<file path="src/sv/gwws_pkg.sv">
// types, constants and helpers shared by the word wrap splitter
// no dependencies
package gwws_pkg;

   localparam logic [7:0]  CH_SPACE      = 8'd32;
   localparam logic [7:0]  CH_NEWLINE    = 8'd10;
   localparam logic [9:0]  WIDTH_RESET   = 10'd80;
   localparam logic [15:0] POS_CAP       = 16'hFFFF;
   localparam logic [15:0] IDX_MAX       = 16'hFFFF;
   localparam int          FIFO_DEPTH    = 4;
   localparam int          FIFO_PTR_W    = $clog2(FIFO_DEPTH);
   localparam int          FIFO_CNT_W    = $clog2(FIFO_DEPTH + 1);

   typedef struct packed {
      logic [7:0] text_byte;
      logic       end_of_text;
   } req_type;

   typedef struct packed {
      logic [15:0] seg_begin;
      logic [15:0] seg_end;
      logic        final_segment;
   } rsp_type;

   // results of one step: an optional mid-string segment and an optional final one
   typedef struct packed {
      logic    mid_valid;
      rsp_type mid;
      logic    fin_valid;
      rsp_type fin;
   } step_out_type;

   // saturate a 17-bit index to the 16-bit field
   function automatic logic [15:0] clamp_idx(input logic [16:0] v);
      logic [15:0] r;
      r = v[16] ? IDX_MAX : v[15:0];
      return r;
   endfunction

endpackage

</file>
<file path="src/sv/gwws_step.sv">
// per-byte wrap logic: position, last space and last break registers
// depends on gwws_pkg
module gwws_step
   import gwws_pkg::*;
(
   input  logic         clock,
   input  logic         reset,
   input  logic         fire,
   input  req_type      item,
   input  logic [9:0]   width_limit,
   output step_out_type step_out
);

   logic [15:0] char_pos_ff, char_pos_in;
   logic [16:0] space_p1_ff, space_p1_in;
   logic [16:0] break_p1_ff, break_p1_in;

   logic        wr_on, is_space, is_nl, wbreak, hard;
   logic [16:0] i1, sp_a, bp_a, since, gap, width_x;
   logic [16:0] sp_b, bp_b;

   assign wr_on   = (width_limit != '0);
   assign is_space = (item.text_byte == CH_SPACE);
   assign is_nl    = (item.text_byte == CH_NEWLINE);
   assign i1       = {1'b0, char_pos_ff} + 17'd1;
   assign width_x  = {7'b0, width_limit};

   // space and newline update
   always_comb begin
      sp_a = space_p1_ff;
      bp_a = break_p1_ff;
      if (is_space) begin
         sp_a = i1;
      end else if (is_nl) begin
         sp_a = i1;
         bp_a = i1;
      end
   end

   // width check on the updated marks
   assign since  = (bp_a <= i1) ? (i1 - bp_a) : '0;
   assign gap    = (sp_a <= i1) ? (i1 - sp_a) : '0;
   assign wbreak = wr_on && (since >= width_x);
   assign hard   = (sp_a == '0) || (gap >= width_x);

   always_comb begin
      sp_b = sp_a;
      bp_b = bp_a;
      step_out = '0;
      if (wr_on && is_nl) begin
         step_out.mid_valid = 1'b1;
         step_out.mid.seg_begin = clamp_idx(break_p1_ff);
         step_out.mid.seg_end   = char_pos_ff;
      end else if (wbreak) begin
         step_out.mid_valid = 1'b1;
         step_out.mid.seg_begin = clamp_idx(bp_a);
         if (hard) begin
            step_out.mid.seg_end = char_pos_ff;
            bp_b = i1;
         end else begin
            step_out.mid.seg_end = clamp_idx(sp_a - 17'd1);
            bp_b = sp_a;
         end
      end
      if (!wr_on) begin
         sp_b = space_p1_ff;
         bp_b = break_p1_ff;
      end
      // flush of the last segment
      step_out.fin_valid = wr_on && item.end_of_text;
      step_out.fin.seg_begin = clamp_idx(bp_b);
      step_out.fin.seg_end   = clamp_idx(i1);
      step_out.fin.final_segment = 1'b1;
   end

   // next state
   always_comb begin
      char_pos_in = char_pos_ff;
      space_p1_in = space_p1_ff;
      break_p1_in = break_p1_ff;
      if (fire) begin
         if (item.end_of_text) begin
            char_pos_in = '0;
            space_p1_in = '0;
            break_p1_in = '0;
         end else begin
            space_p1_in = sp_b;
            break_p1_in = bp_b;
            if (char_pos_ff < POS_CAP) begin
               char_pos_in = i1[15:0];
            end
         end
      end
   end

   always_ff @(posedge clock) begin
      if (reset) begin
         char_pos_ff <= '0;
         space_p1_ff <= '0;
         break_p1_ff <= '0;
      end else begin
         char_pos_ff <= char_pos_in;
         space_p1_ff <= space_p1_in;
         break_p1_ff <= break_p1_in;
      end
   end

endmodule

</file>
<file path="src/sv/gwws_rsp_fifo.sv">
// small result queue, up to two pushes and one pop per cycle
// depends on gwws_pkg
module gwws_rsp_fifo
   import gwws_pkg::*;
(
   input  logic         clock,
   input  logic         reset,
   input  logic         push,
   input  step_out_type step_out,
   output logic         has_room,
   output logic         rsp_valid,
   input  logic         rsp_stall,
   output rsp_type      rsp_data
);

   rsp_type                entries_ff [FIFO_DEPTH];
   logic [FIFO_PTR_W-1:0] wr_ptr_ff, wr_ptr_in;
   logic [FIFO_PTR_W-1:0] rd_ptr_ff, rd_ptr_in;
   logic [FIFO_CNT_W-1:0] count_ff, count_in;
   logic [1:0]            n_push;
   logic                  pop;
   rsp_type               first, second;

   // order the beats of one step
   always_comb begin
      n_push = 2'd0;
      first  = step_out.fin;
      second = step_out.fin;
      if (push) begin
         if (step_out.mid_valid) begin
            first  = step_out.mid;
            n_push = step_out.fin_valid ? 2'd2 : 2'd1;
         end else if (step_out.fin_valid) begin
            n_push = 2'd1;
         end
      end
   end

   assign rsp_valid = (count_ff != '0);
   assign rsp_data  = entries_ff[rd_ptr_ff];
   assign pop       = rsp_valid && !rsp_stall;
   assign has_room  = (count_ff <= FIFO_CNT_W'(FIFO_DEPTH - 2));

   assign wr_ptr_in = wr_ptr_ff + FIFO_PTR_W'(n_push);
   assign rd_ptr_in = rd_ptr_ff + FIFO_PTR_W'(pop);
   assign count_in  = count_ff + FIFO_CNT_W'(n_push) - FIFO_CNT_W'(pop);

   always_ff @(posedge clock) begin
      if (reset) begin
         wr_ptr_ff <= '0;
         rd_ptr_ff <= '0;
         count_ff  <= '0;
      end else begin
         wr_ptr_ff <= wr_ptr_in;
         rd_ptr_ff <= rd_ptr_in;
         count_ff  <= count_in;
      end
   end

   // storage
   always_ff @(posedge clock) begin
      if (n_push != 2'd0) begin
         entries_ff[wr_ptr_ff] <= first;
      end
      if (n_push == 2'd2) begin
         entries_ff[wr_ptr_ff + FIFO_PTR_W'(1)] <= second;
      end
   end

endmodule

</file>
<file path="src/sv/greedy_word_wrap_splitter_core.sv">
// greedy word wrap splitter: one text byte a beat in, line segments out
// depends on gwws_pkg, gwws_step, gwws_rsp_fifo
// path: accepted byte -> input register -> result queue (written once it has room) -> rsp
// throughput: one byte per cycle while the result queue has room; a byte with two segments
//   yields two queue entries, read one at a time from the single-read result queue of four entries
// reset: synchronous, clears position, marks and queue; width_limit returns to 80
module greedy_word_wrap_splitter_core
   import gwws_pkg::*;
(
   input  logic       clock,
   input  logic       reset,
   input  logic       req_valid,
   output logic       req_stall,
   input  req_type    req_data,
   output logic       rsp_valid,
   input  logic       rsp_stall,
   output rsp_type    rsp_data,
   input  logic       csr_write_enable,
   input  logic [9:0] csr_write_data
);

   logic [9:0]   width_ff;
   logic         in_valid_ff, in_valid_in;
   req_type      in_data_ff;
   logic         has_room, fire, accept;
   step_out_type step_out;

   // width register
   always_ff @(posedge clock) begin
      if (reset) begin
         width_ff <= WIDTH_RESET;
      end else if (csr_write_enable) begin
         width_ff <= csr_write_data;
      end
   end

   // input register
   assign fire      = in_valid_ff && has_room;
   assign req_stall = in_valid_ff && !has_room;
   assign accept    = req_valid && !req_stall;

   always_comb begin
      in_valid_in = in_valid_ff;
      if (accept) begin
         in_valid_in = 1'b1;
      end else if (fire) begin
         in_valid_in = 1'b0;
      end
   end

   always_ff @(posedge clock) begin
      if (reset) begin
         in_valid_ff <= 1'b0;
      end else begin
         in_valid_ff <= in_valid_in;
      end
   end

   always_ff @(posedge clock) begin
      if (accept) begin
         in_data_ff <= req_data;
      end
   end

   gwws_step u_step (
      .clock       (clock),
      .reset       (reset),
      .fire        (fire),
      .item        (in_data_ff),
      .width_limit (width_ff),
      .step_out    (step_out)
   );

   gwws_rsp_fifo u_fifo (
      .clock     (clock),
      .reset     (reset),
      .push      (fire),
      .step_out  (step_out),
      .has_room  (has_room),
      .rsp_valid (rsp_valid),
      .rsp_stall (rsp_stall),
      .rsp_data  (rsp_data)
   );

endmodule
</file>
<file path="config.mk">
export PLATFORM = sky130hd
export DESIGN_NAME = greedy_word_wrap_splitter_core
export DESIGN_NICKNAME = d
export VERILOG_FILES = /design/src/sv/gwws_pkg.sv /design/src/sv/gwws_step.sv /design/src/sv/gwws_rsp_fifo.sv /design/src/sv/greedy_word_wrap_splitter_core.sv
export SDC_FILE = /design/constraint.sdc
export NUM_CORES = 1
export LEC_CHECK = 0
export BUFFER_PORTS_ARGS = -buffer_cell sky130_fd_sc_hd__clkbuf_2
export CAP_MARGIN = 20
export CORE_ASPECT_RATIO = 0.7
export CORE_MARGIN = 4
export CORE_UTILIZATION = 40
export DETAILED_ROUTE_END_ITERATION = 8
export HOLD_SLACK_MARGIN = 0.15
export PLACE_DENSITY = 0.56
export SLEW_MARGIN = 15
export SYNTH_ARGS = -nofsm -noshare
export SYNTH_HDL_FRONTEND = slang
export SYNTH_SLANG_ARGS = --single-unit
</file>
<file path="constraint.sdc">
create_clock -name clock -period 8.3 [get_ports clock]
set_input_delay 1.245 -clock clock [delete_from_list [all_inputs] [get_ports clock]]
set_output_delay 1.245 -clock clock [all_outputs]
set_load 0.05 [all_outputs]
</file>
==> impl_metrics.csv, run 1 <==
group,metric,value,unit
status,status,"finished clean",
timing,finalMaxSlewViolations,0,
timing,finalCritPeriodShare,94.7,%
timing,setup_violations,0,
yosys,synth_area_per_cell,9.69,um2
timing,clock_skew,0.0210,ns
drt,post-route-drc-count,0,
clock_tree,clockRootBuffer,"clkbuf_16",
setup_path,timing.critical_path.mode_cell,"ha_1",
cells_and_area,fill_cells,3162,
drt,drt-initial-drc-count,1376,
setup_path,startpoint_type,"flop",
clock_tree,clk_latency,0.53,ns
cells_and_area,areaGrowthSynthToFinish,13.7,%
clock_tree,cts.repair.resized,0,
floorplan,start_util,40.7,%
yosys,syn_nets,1498,
clock_tree,clkTransAtPathRegs,0.06,ns
floorplan,die_width,229,um
global_route,grt_pass1_wl,72800,um
drt,firstDrtPassIters,5,
timing,final.min_clock_period,7.86,ns
job,drv_cap,0,
clock_tree,cts_hold_buf,0,
setup_path,cp.required,8.50,ns
clock_tree,clock_path_buffers,3,
yosys,synth_flop_cell,"edfxtp_1",
timing,fmax,127,MHz
floorplan,die_area,37300,um2
setup_path,cp-end-kind,"flop",
clock_tree,post-cts-setup-buffers,0,
global_route,grt_use_total,25.1,%
timing,setup_slack,0.440,ns
yosys,synth.cell_area,13700,um2
cells_and_area,diodes,0,
clock_tree,cts_tree,"done",
yosys,synth-edff-count,137,
drt,ant_nets,0,
clock_tree,ctsHtreeMaxLevel,1,
timing,finalSetupTns,0,ns
yosys,synth_warnings,0,
yosys,async_flop_share,0,%
drt,avgViaCountPerCell,6.38,
setup_path,criticalPathCategory,"flop to flop",
placement,place_ws,0.395,ns
setup_path,slowest_stage,"xor2_1",
yosys,ys_seq_elements,209,
clock_tree,clock_sinks,209,
pwr,power.density,284,nW/um2
global_route,grt_overflow,0,
floorplan,io_pins,59,
floorplan,placementRows,56,
yosys,synth_seq_area_share,40.6,%
yosys,synth_cell_types,86,
setup_path,critPathMaxStageDelay,0.67,ns
timing,hold_slack,0.465,ns
cells_and_area,final_cell_mix,"nor2_1 (177), edfxtp_1 (137), o22ai_1 (128)",
drt,wl_per_cell,25.0,um
cells_and_area,nNetsFinal,1563,
placement,dp_hpwl,34600,um
timing,hold_viol,0,
pwr,leakage,5.62,nW
timing,relSlewSlack,18.8,%
pwr,ir_drop,0.156,mV
global_route,grt_max_degree,68,
cells_and_area,final_common_cell,"nor2_1",
yosys,syn_inst,1412,
placement,routabilityCongestion,0.982,
setup_path,cp_max_fo,33,
clock_tree,cts_made_buffers,23,
timing,tightest_slew,1.21,ns
global_route,antenna_found_initial,1,
floorplan,die_height,163,um
timing,rsz0062_at_grt,"false",
drt,wirelength,48100,um
setup_path,critPathArrivalTime,8.06,ns
floorplan,core,33600,um2
global_route,first_global_vias,11600,
drt,vias,12300,
worst_hold_path,hp-class,"flop to flop",
cells_and_area,drive_gt1_share,17.2,%
placement,portBuffers,58,
layout make-up:
cell class	instances	area, um2	share of cell area, %
multi-input combinational	1057	7550	48.5
sequential	209	5560	35.7
timing repair buffer	138	941	6.05
clock buffer	28	594	3.82
tap	435	544	3.50
clock inverter	11	190	1.22
inverter	48	180	1.16
flip-flops by register name (all words and copies together) (netlist names):
| signal | flops |
|---|---|
| u_fifo.entries_ff | 132 |
| u_step.break_p1_ff | 17 |
| u_step.space_p1_ff | 17 |
| u_step.char_pos_ff | 16 |
| width_ff | 10 |
| in_data_ff | 9 |
| u_fifo.count_ff | 3 |
| u_fifo.rd_ptr_ff | 2 |
| u_fifo.wr_ptr_ff | 2 |
| in_valid_ff | 1 |
layer usage:
metal,vias to the layer above,wire length (um),track usage [%]
met5,-,13,0
li1,5574,-,-
met1,6096,22800,38.6
met4,2,826,4.56
met2,554,19900,36.2
met3,56,4530,5.89
through the flow:
step	power, mW	cells	utilization (%)	area (um2)
3_3_place_gp	3.30	1887	43.9	14800
4_1_cts	4.42	1926	46.2	15500
3_5_place_dp	3.32	1887	43.9	14800
5_1_grt	4.61	1926	46.2	15600
2_1_floorplan	2.79	1412	-	13700
6_report	4.42	1926	46.2	15600
critical path: cells and delay by family (launching register included):
| family | cells | cell delay, ns |
|---|---|---|
| AOI/OAI and AO/OA | 11 | 2.71 |
| xor gates and xnor gates | 1 | 0.67 |
| adders and majority gates | 3 | 0.97 |
| buffers and inverters | 2 | 0.32 |
| DFF | 1 | 0.55 |
| and+or+nand+nor | 10 | 2.28 |
cells in the mapped netlist, drive strengths merged, types with 6 or more instances:
master  instances  share of area (%)
a211o           6               0.39
a211oi         16                1.3
a21o           39                2.1
a21oi          68                2.5
a221oi         14               0.90
a22oi          37                2.0
a31o           12               0.77
a31oi          14               0.64
and2            8               0.37
and3           10               0.46
buf            32                1.3
clkbuf         66                1.8
dfxtp          72                 11
edfxtp        137                 30
ha             59                5.4
inv            47                1.3
mux2i          15                1.1
mux4           33                5.4
nand2          75                2.1
nand2b         12               0.55
nand3          30                1.2
nand3b          7               0.38
nand4          10               0.50
nor2          177                4.9
nor2b          14               0.64
nor3           33                1.5
nor4            9               0.61
o211ai         10               0.62
o21a           17               0.93
o21ai          44                1.6
o22ai         128                5.9
o31ai          23                1.3
or2             8               0.37
or3             6               0.27
xnor2          32                2.1
xor2           21                1.3
worst paths after layout:
| path | start | to | slack (ns) | cells past startpoint |
|---|---|---|---|---|
| hold reg to reg | u_fifo.entries_ff[2][0] | u_fifo.entries_ff[2][0] | 0.46 | 1 |
| setup / recovery | u_step.char_pos_ff[4] | u_fifo.entries_ff[2][10] | 0.44 | 27 |
| hold / removal | u_fifo.entries_ff[2][0] | u_fifo.entries_ff[2][0] | 0.46 | 1 |
| setup reg to reg | u_step.char_pos_ff[4] | u_fifo.entries_ff[2][10] | 0.44 | 27 |
where the power goes:
part | leakage (nW) | switching, mW | internal [mW]
clock network | 0.380 | 0.437 | 0.665
registers | 1.78 | 0.0468 | 1.24
logic | 3.46 | 1.37 | 0.657
total | 5.62 | 1.86 | 2.56
logic make-up (layout without fill, tap and decap cells):
logic type / Yosys count / after routing / share of synthesized area [%]
AO/OA/AOI/OAI: 469 / 469 / 23.7
XOR/XNOR: 53 / 53 / 3.45
adder cells (fa/ha/maj): 62 / 62 / 5.83
buffers and inverters: 146 / 225 / 4.38
flip-flops: 209 / 209 / 40.6
multiplexers: 50 / 50 / 6.69
AND/OR/NAND/NOR: 423 / 423 / 15.3
Power figures use the tool's default switching activity.
==> inputs of run 2 (changes only) <==
PLACE_DENSITY = 0.54   (was 0.56)
clock period = 9.85 ns   (was 8.3 ns; I/O delays follow)
==> impl_metrics.csv, run 2 (synthesis results as in run 1) <==
group,metric,value,unit
status,status,"finished clean",
cells_and_area,largest_register_ffs,132,
setup_path,timing.critical_path.mode_cell,"a21o_1",
clock_tree,ctsHtreeMaxLevel,1,
pwr,combPwrFrac,46.8,%
global_route,grt_use_total,24.7,%
cells_and_area,largest_register,"u_fifo.entries_ff",
drt,wirelength,47400,um
timing,relSlewSlack,23.0,%
drt,wl_per_cell,24.9,um
timing,finalCritPeriodShare,90.6,%
pwr,ir_drop,0.113,mV
pwr,switchingPower,1.55,mW
setup_path,critPathMaxStageDelay,0.99,ns
drt,post-route-drc-count,0,
setup_path,cp.required,10.21,ns
timing,hold_viol,0,
timing,finalMaxSlewViolations,0,
clock_tree,clockRootBuffer,"clkbuf_16",
clock_tree,cts_made_buffers,23,
placement,portBuffers,58,
pwr,power.internal,2.03,mW
setup_path,cp_max_fo,17,
timing,tightest_slew,1.15,ns
drt,firstDrtPassIters,5,
placement,routabilityCongestion,1.02,
timing,setup_slack,0.926,ns
pwr,seqPwrFrac,30.2,%
global_route,grt_pass1_wl,71000,um
floorplan,placementRows,56,
cells_and_area,diodes,0,
clock_tree,post-cts-setup-buffers,0,
clock_tree,clock_sinks,209,
timing,hold_slack,0.468,ns
drt,avgViaCountPerCell,6.38,
floorplan,start_util,40.7,%
pwr,power.share.switching,43.3,%
global_route,grt_overflow,0,
clock_tree,clock_path_buffers,3,
timing,clock_skew,0.0222,ns
timing,finalSetupTns,0,ns
global_route,grt_max_degree,68,
clock_tree,cts_tree,"done",
setup_path,startpoint_type,"flop",
cells_and_area,areaGrowthSynthToFinish,11.1,%
floorplan,die_area,37300,um2
cells_and_area,fill_cells,3272,
floorplan,io_pins,59,
setup_path,critPathArrivalTime,9.28,ns
setup_path,slowest_stage,"nor3_2",
floorplan,die_height,163,um
cells_and_area,nNetsFinal,1537,
placement,place_ws,0.989,ns
worst_hold_path,hp-class,"flop to flop",
pwr,power_frac_clock,23.0,%
timing,rsz0062_at_grt,"false",
job,drv_cap,0,
global_route,first_global_vias,11500,
clock_tree,clkTransAtPathRegs,0.06,ns
clock_tree,cts_hold_buf,0,
timing,fmax,112,MHz
global_route,antenna_found_initial,1,
floorplan,die_width,229,um
floorplan,core,33600,um2
drt,drt-initial-drc-count,1472,
cells_and_area,final_common_cell,"nor2_1",
setup_path,criticalPathCategory,"flop to flop",
pwr,power.density,236,nW/um2
timing,final.min_clock_period,8.92,ns
pwr,leakage,5.44,nW
placement,dp_hpwl,34500,um
setup_path,cp-end-kind,"flop",
drt,vias,12100,
drt,ant_nets,0,
clock_tree,clk_latency,0.54,ns
timing,setup_violations,0,
cells_and_area,drive_gt1_share,15.4,%
cells_and_area,final_cell_mix,"nor2_1 (177), edfxtp_1 (137), o22ai_1 (128)",
cells_and_area,reg.largest.list,"u_fifo.entries_ff: 132 flops, u_step.break_p1_ff: 17 flops, u_step.space_p1_ff: 17 flops",
-- run 2: worst max-delay path: cells and delay by family, from the launching register on --
| family | cells | cell delay, ns |
|---|---|---|
| AO/OA/AOI/OAI | 15 | 4.17 |
| AND/OR/NAND/NOR | 8 | 2.93 |
| adder cells (fa/ha/maj) | 2 | 0.66 |
| buffers and inverters | 2 | 0.60 |
| flip-flops | 1 | 0.38 |
-- run 2: power groups by stage --
stage / logic (mW) / registers (mW) / clock network [mW]
after global routing: 1.79 / 1.09 / 0.877
after floorplan: 1.27 / 1.08 / 0
after global placement: 1.64 / 1.10 / 0
after CTS: 1.64 / 1.08 / 0.839
after detailed placement: 1.64 / 1.10 / 0
final: 1.68 / 1.08 / 0.823
-- run 2: area by class of cell --
type | count | area, um2 | share of cell area, %
Multi-Input combinational cell | 1057 | 7530 | 49.5
Clock inverter | 11 | 82.6 | 0.543
Timing Repair Buffer | 112 | 716 | 4.71
Clock buffer | 28 | 594 | 3.91
Sequential cell | 209 | 5560 | 36.5
Inverter | 48 | 180 | 1.18
Tap cell | 435 | 544 | 3.58
-- run 2: final timing paths --
path | slack, ns | end | startpoint | depth (start not counted)
worst min-delay path | 0.47 | u_fifo.entries_ff[3][0] | u_fifo.entries_ff[3][0] | 1
worst max register to register | 0.93 | u_fifo.entries_ff[3][9] | in_data_ff[3] | 27
worst max-delay path | 0.93 | u_fifo.entries_ff[3][9] | in_data_ff[3] | 27
worst min register to register | 0.47 | u_fifo.entries_ff[3][0] | u_fifo.entries_ff[3][0] | 1
-- run 2: what timing repair did --
item / CTS / global route
gates resized for setup: 0 / 2
setup endpoints to repair: 0 / 65
hold endpoints to repair: 0 / 0
-- run 2: layer usage --
| metal | GRT usage [%] | up-vias | share of wire [%] |
|---|---|---|---|
| met4 | 5.61 | 0 | 2.2 |
| met1 | 37.6 | 5921 | 47 |
| met2 | 34.3 | 593 | 40 |
| li1 | - | 5523 | - |
| met3 | 7.24 | 82 | 11 |
| met5 | 0 | - | 0 |
-- run 2: per-stage QoR --
stage          std cells  total power, mW  instance area, um2  util (%)
5_1_grt             1900             3.76               15200      45.2
4_1_cts             1899             3.56               15200      45.2
6_report            1900             3.58               15200      45.2
3_3_place_gp        1860             2.73               14500      43.2
2_1_floorplan       1412             2.35               13700         -
3_5_place_dp        1860             2.74               14500      43.2
==> inputs of run 3 (changes only) <==
ABC_AREA = 1   (was default)
CAP_MARGIN = default   (was 20)
CTS_CLUSTER_SIZE = 16   (was default)
==> impl_metrics.csv, run 3 <==
group,metric,value,unit
cells_and_area,finish.utilization,45.8,%
clock_tree,cts_hold_buf,0,
timing,tightest_slew,1.14,ns
clock_tree,clockRootBuffer,"clkbuf_16",
setup_path,cp-end-kind,"flop",
floorplan,die_width,235,um
timing,finalSetupTns,0,ns
placement,dp_hpwl,38200,um
cells_and_area,fin_cells,2499,
yosys,synth.top_cell.area_share,28.6,%
yosys,synth_warnings,0,
drt,wirelength,51800,um
cells_and_area,drive_gt1_share,12.3,%
drt,avgViaCountPerCell,5.59,
yosys,async_flop_share,0,%
placement,routabilityCongestion,0.982,
timing,hold_viol,0,
clock_tree,clk_latency,0.54,ns
setup_path,cp_top_family,"simple AND/OR/NAND/NOR gates",
drt,drt-initial-drc-count,1718,
drt,firstDrtPassIters,6,
drt,vias,14000,
yosys,yosysMostFrequentCell,"nand2_1",
clock_tree,cts_made_buffers,24,
drt,ant_nets,0,
global_route,grt_use_total,25.6,%
status,status,"finished clean",
pwr,power.density,270,nW/um2
timing,fmax,119,MHz
cells_and_area,largest_register,"u_fifo.entries_ff",
yosys,synth_simple_gate_area_share,28.8,%
timing,finalMaxSlewViolations,0,
cells_and_area,largest_register_ffs,132,
pwr,power,4.34,mW
cells_and_area,fill_cells,3621,
yosys,synth-edff-count,137,
timing,hold_slack,0.464,ns
global_route,first_global_vias,12700,
yosys,synth_compound_gate_area_share,17.0,%
pwr,ir_drop,0.176,mV
setup_path,critPathMaxStageDelay,0.92,ns
floorplan,placementRows,57,
timing,relSlewSlack,23.5,%
drt,post-route-drc-count,0,
clock_tree,cts_tree,"done",
cells_and_area,diodes,0,
cells_and_area,seq_area,5560,um2
clock_tree,post-cts-setup-buffers,0,
timing,setup_violations,0,
yosys,synth_top_family_by_area,"simple AND/OR/NAND/NOR gates",
clock_tree,clock_path_buffers,3,
clock_tree,cts.repair.resized,0,
job,drv_cap,0,
floorplan,die_height,167,um
cells_and_area,nNetsFinal,2095,
worst_hold_path,hp-class,"flop to flop",
setup_path,slowest_stage,"nor4_2",
yosys,syn_inst,1980,
placement,placed_cells,2455,
timing,clock_skew,0.0146,ns
cells_and_area,final_common_cell,"nand2_1",
cells_and_area,final_cell_mix,"nand2_1 (549), nor2_1 (194), o21ai_0 (172)",
timing,final.min_clock_period,8.40,ns
setup_path,crit_buf_inv,10,
placement,detailed_place.area,15200,um2
floorplan,io_pins,59,
placement,portBuffers,58,
setup_path,criticalPathCategory,"flop to flop",
yosys,synth_commonest_cells,"nand2_1 (549), nor2_1 (195), o21ai_0 (172)",
yosys,synthXorXnorAreaFrac,2.49,%
yosys,synth_flop_cell,"edfxtp_1",
floorplan,start_util,41.0,%
setup_path,critPathArrivalTime,8.63,ns
global_route,antenna_found_initial,0,
clock_tree,ctsHtreeMaxLevel,1,
cells_and_area,stdcell_area,16100,um2
global_route,grt_pass1_wl,79700,um
yosys,synth_area_per_cell,7.27,um2
cells_and_area,multiInputGateArea,7800,um2
timing,setup_slack,1.45,ns
yosys,synth_seq_area_share,38.6,%
yosys,synthMuxAreaShare,0,%
yosys,synth_cell_types,60,
yosys,synth_top_area_cell,"edfxtp_1",
placement,place_ws,1.57,ns
global_route,grt_max_degree,69,
timing,finalCritPeriodShare,85.2,%
pwr,leakage,6.96,nW
floorplan,die_area,39100,um2
drt,wl_per_cell,20.7,um
timing,rsz0062_at_grt,"false",
setup_path,timing.critical_path.mode_cell,"nand2_1",
yosys,syn_nets,2066,
global_route,grt_overflow,0,
yosys,synth.cell_area,14400,um2
yosys,synth_adder_area_share,5.54,%
cells_and_area,areaGrowthSynthToFinish,11.6,%
yosys,yosys-top-cells-area,"edfxtp_1 (29%), nand2_1 (14%), dfxtp_1 (10%)",
floorplan,core,35100,um2
setup_path,startpoint_type,"flop",
cells_and_area,reg.largest.list,"u_fifo.entries_ff: 132 flops, u_step.break_p1_ff: 17 flops, u_step.space_p1_ff: 17 flops",
setup_path,cp_max_fo,19,
clock_tree,clock_sinks,209,
setup_path,cp.required,10.08,ns
yosys,ys_seq_elements,209,
clock_tree,clkTransAtPathRegs,0.06,ns
## run 3: tightest hold or removal path: cells and delay by family (launching register included)
family / cells / cell delay (ns)
AOI/OAI and AO/OA: 1 / 0.05
DFF: 1 / 0.31
and+or+nand+nor: 1 / 0.06
## run 3: final cells by class
type / count / share of cell area, %
well taps: 472 / 3.68
repair buffers: 88 / 3.29
clock buffers: 27 / 3.94
multi-input cells: 1501 / 48.6
inverters: 185 / 4.37
clock inverters: 17 / 1.57
flip-flops and latches: 209 / 34.6
## run 3: final timing paths
kind                    startpoint                       to  slack [ns]  cells after the start
min          u_step.space_p1_ff[0]    u_step.space_p1_ff[0]        0.46                      2
max reg2reg          in_data_ff[8]  u_fifo.entries_ff[0][7]        1.45                     38
min reg2reg  u_step.space_p1_ff[0]    u_step.space_p1_ff[0]        0.46                      2
max                  in_data_ff[8]  u_fifo.entries_ff[0][7]        1.45                     38
## run 3: logic make-up after synthesis
logic type,Yosys count
flip-flops,209
XOR/XNOR,41
AO/OA/AOI/OAI,427
buffers and inverters,270
adder cells (fa/ha/maj),62
AND/OR/NAND/NOR,971
## run 3: power breakdown
group / leakage, nW / switching (mW) / internal, mW
combinational: 4.78 / 1.67 / 0.487
sequential: 1.76 / 0.0512 / 1.11
clock: 0.421 / 0.400 / 0.623
total: 6.96 / 2.12 / 2.22
## run 3: layer usage
metal	track usage, %	vias up	wire, um
li1	-	6704	-
met5	0	-	0
met3	4.33	56	4860
met1	41.8	6594	25500
met4	4.26	0	853
met2	35.4	624	20600
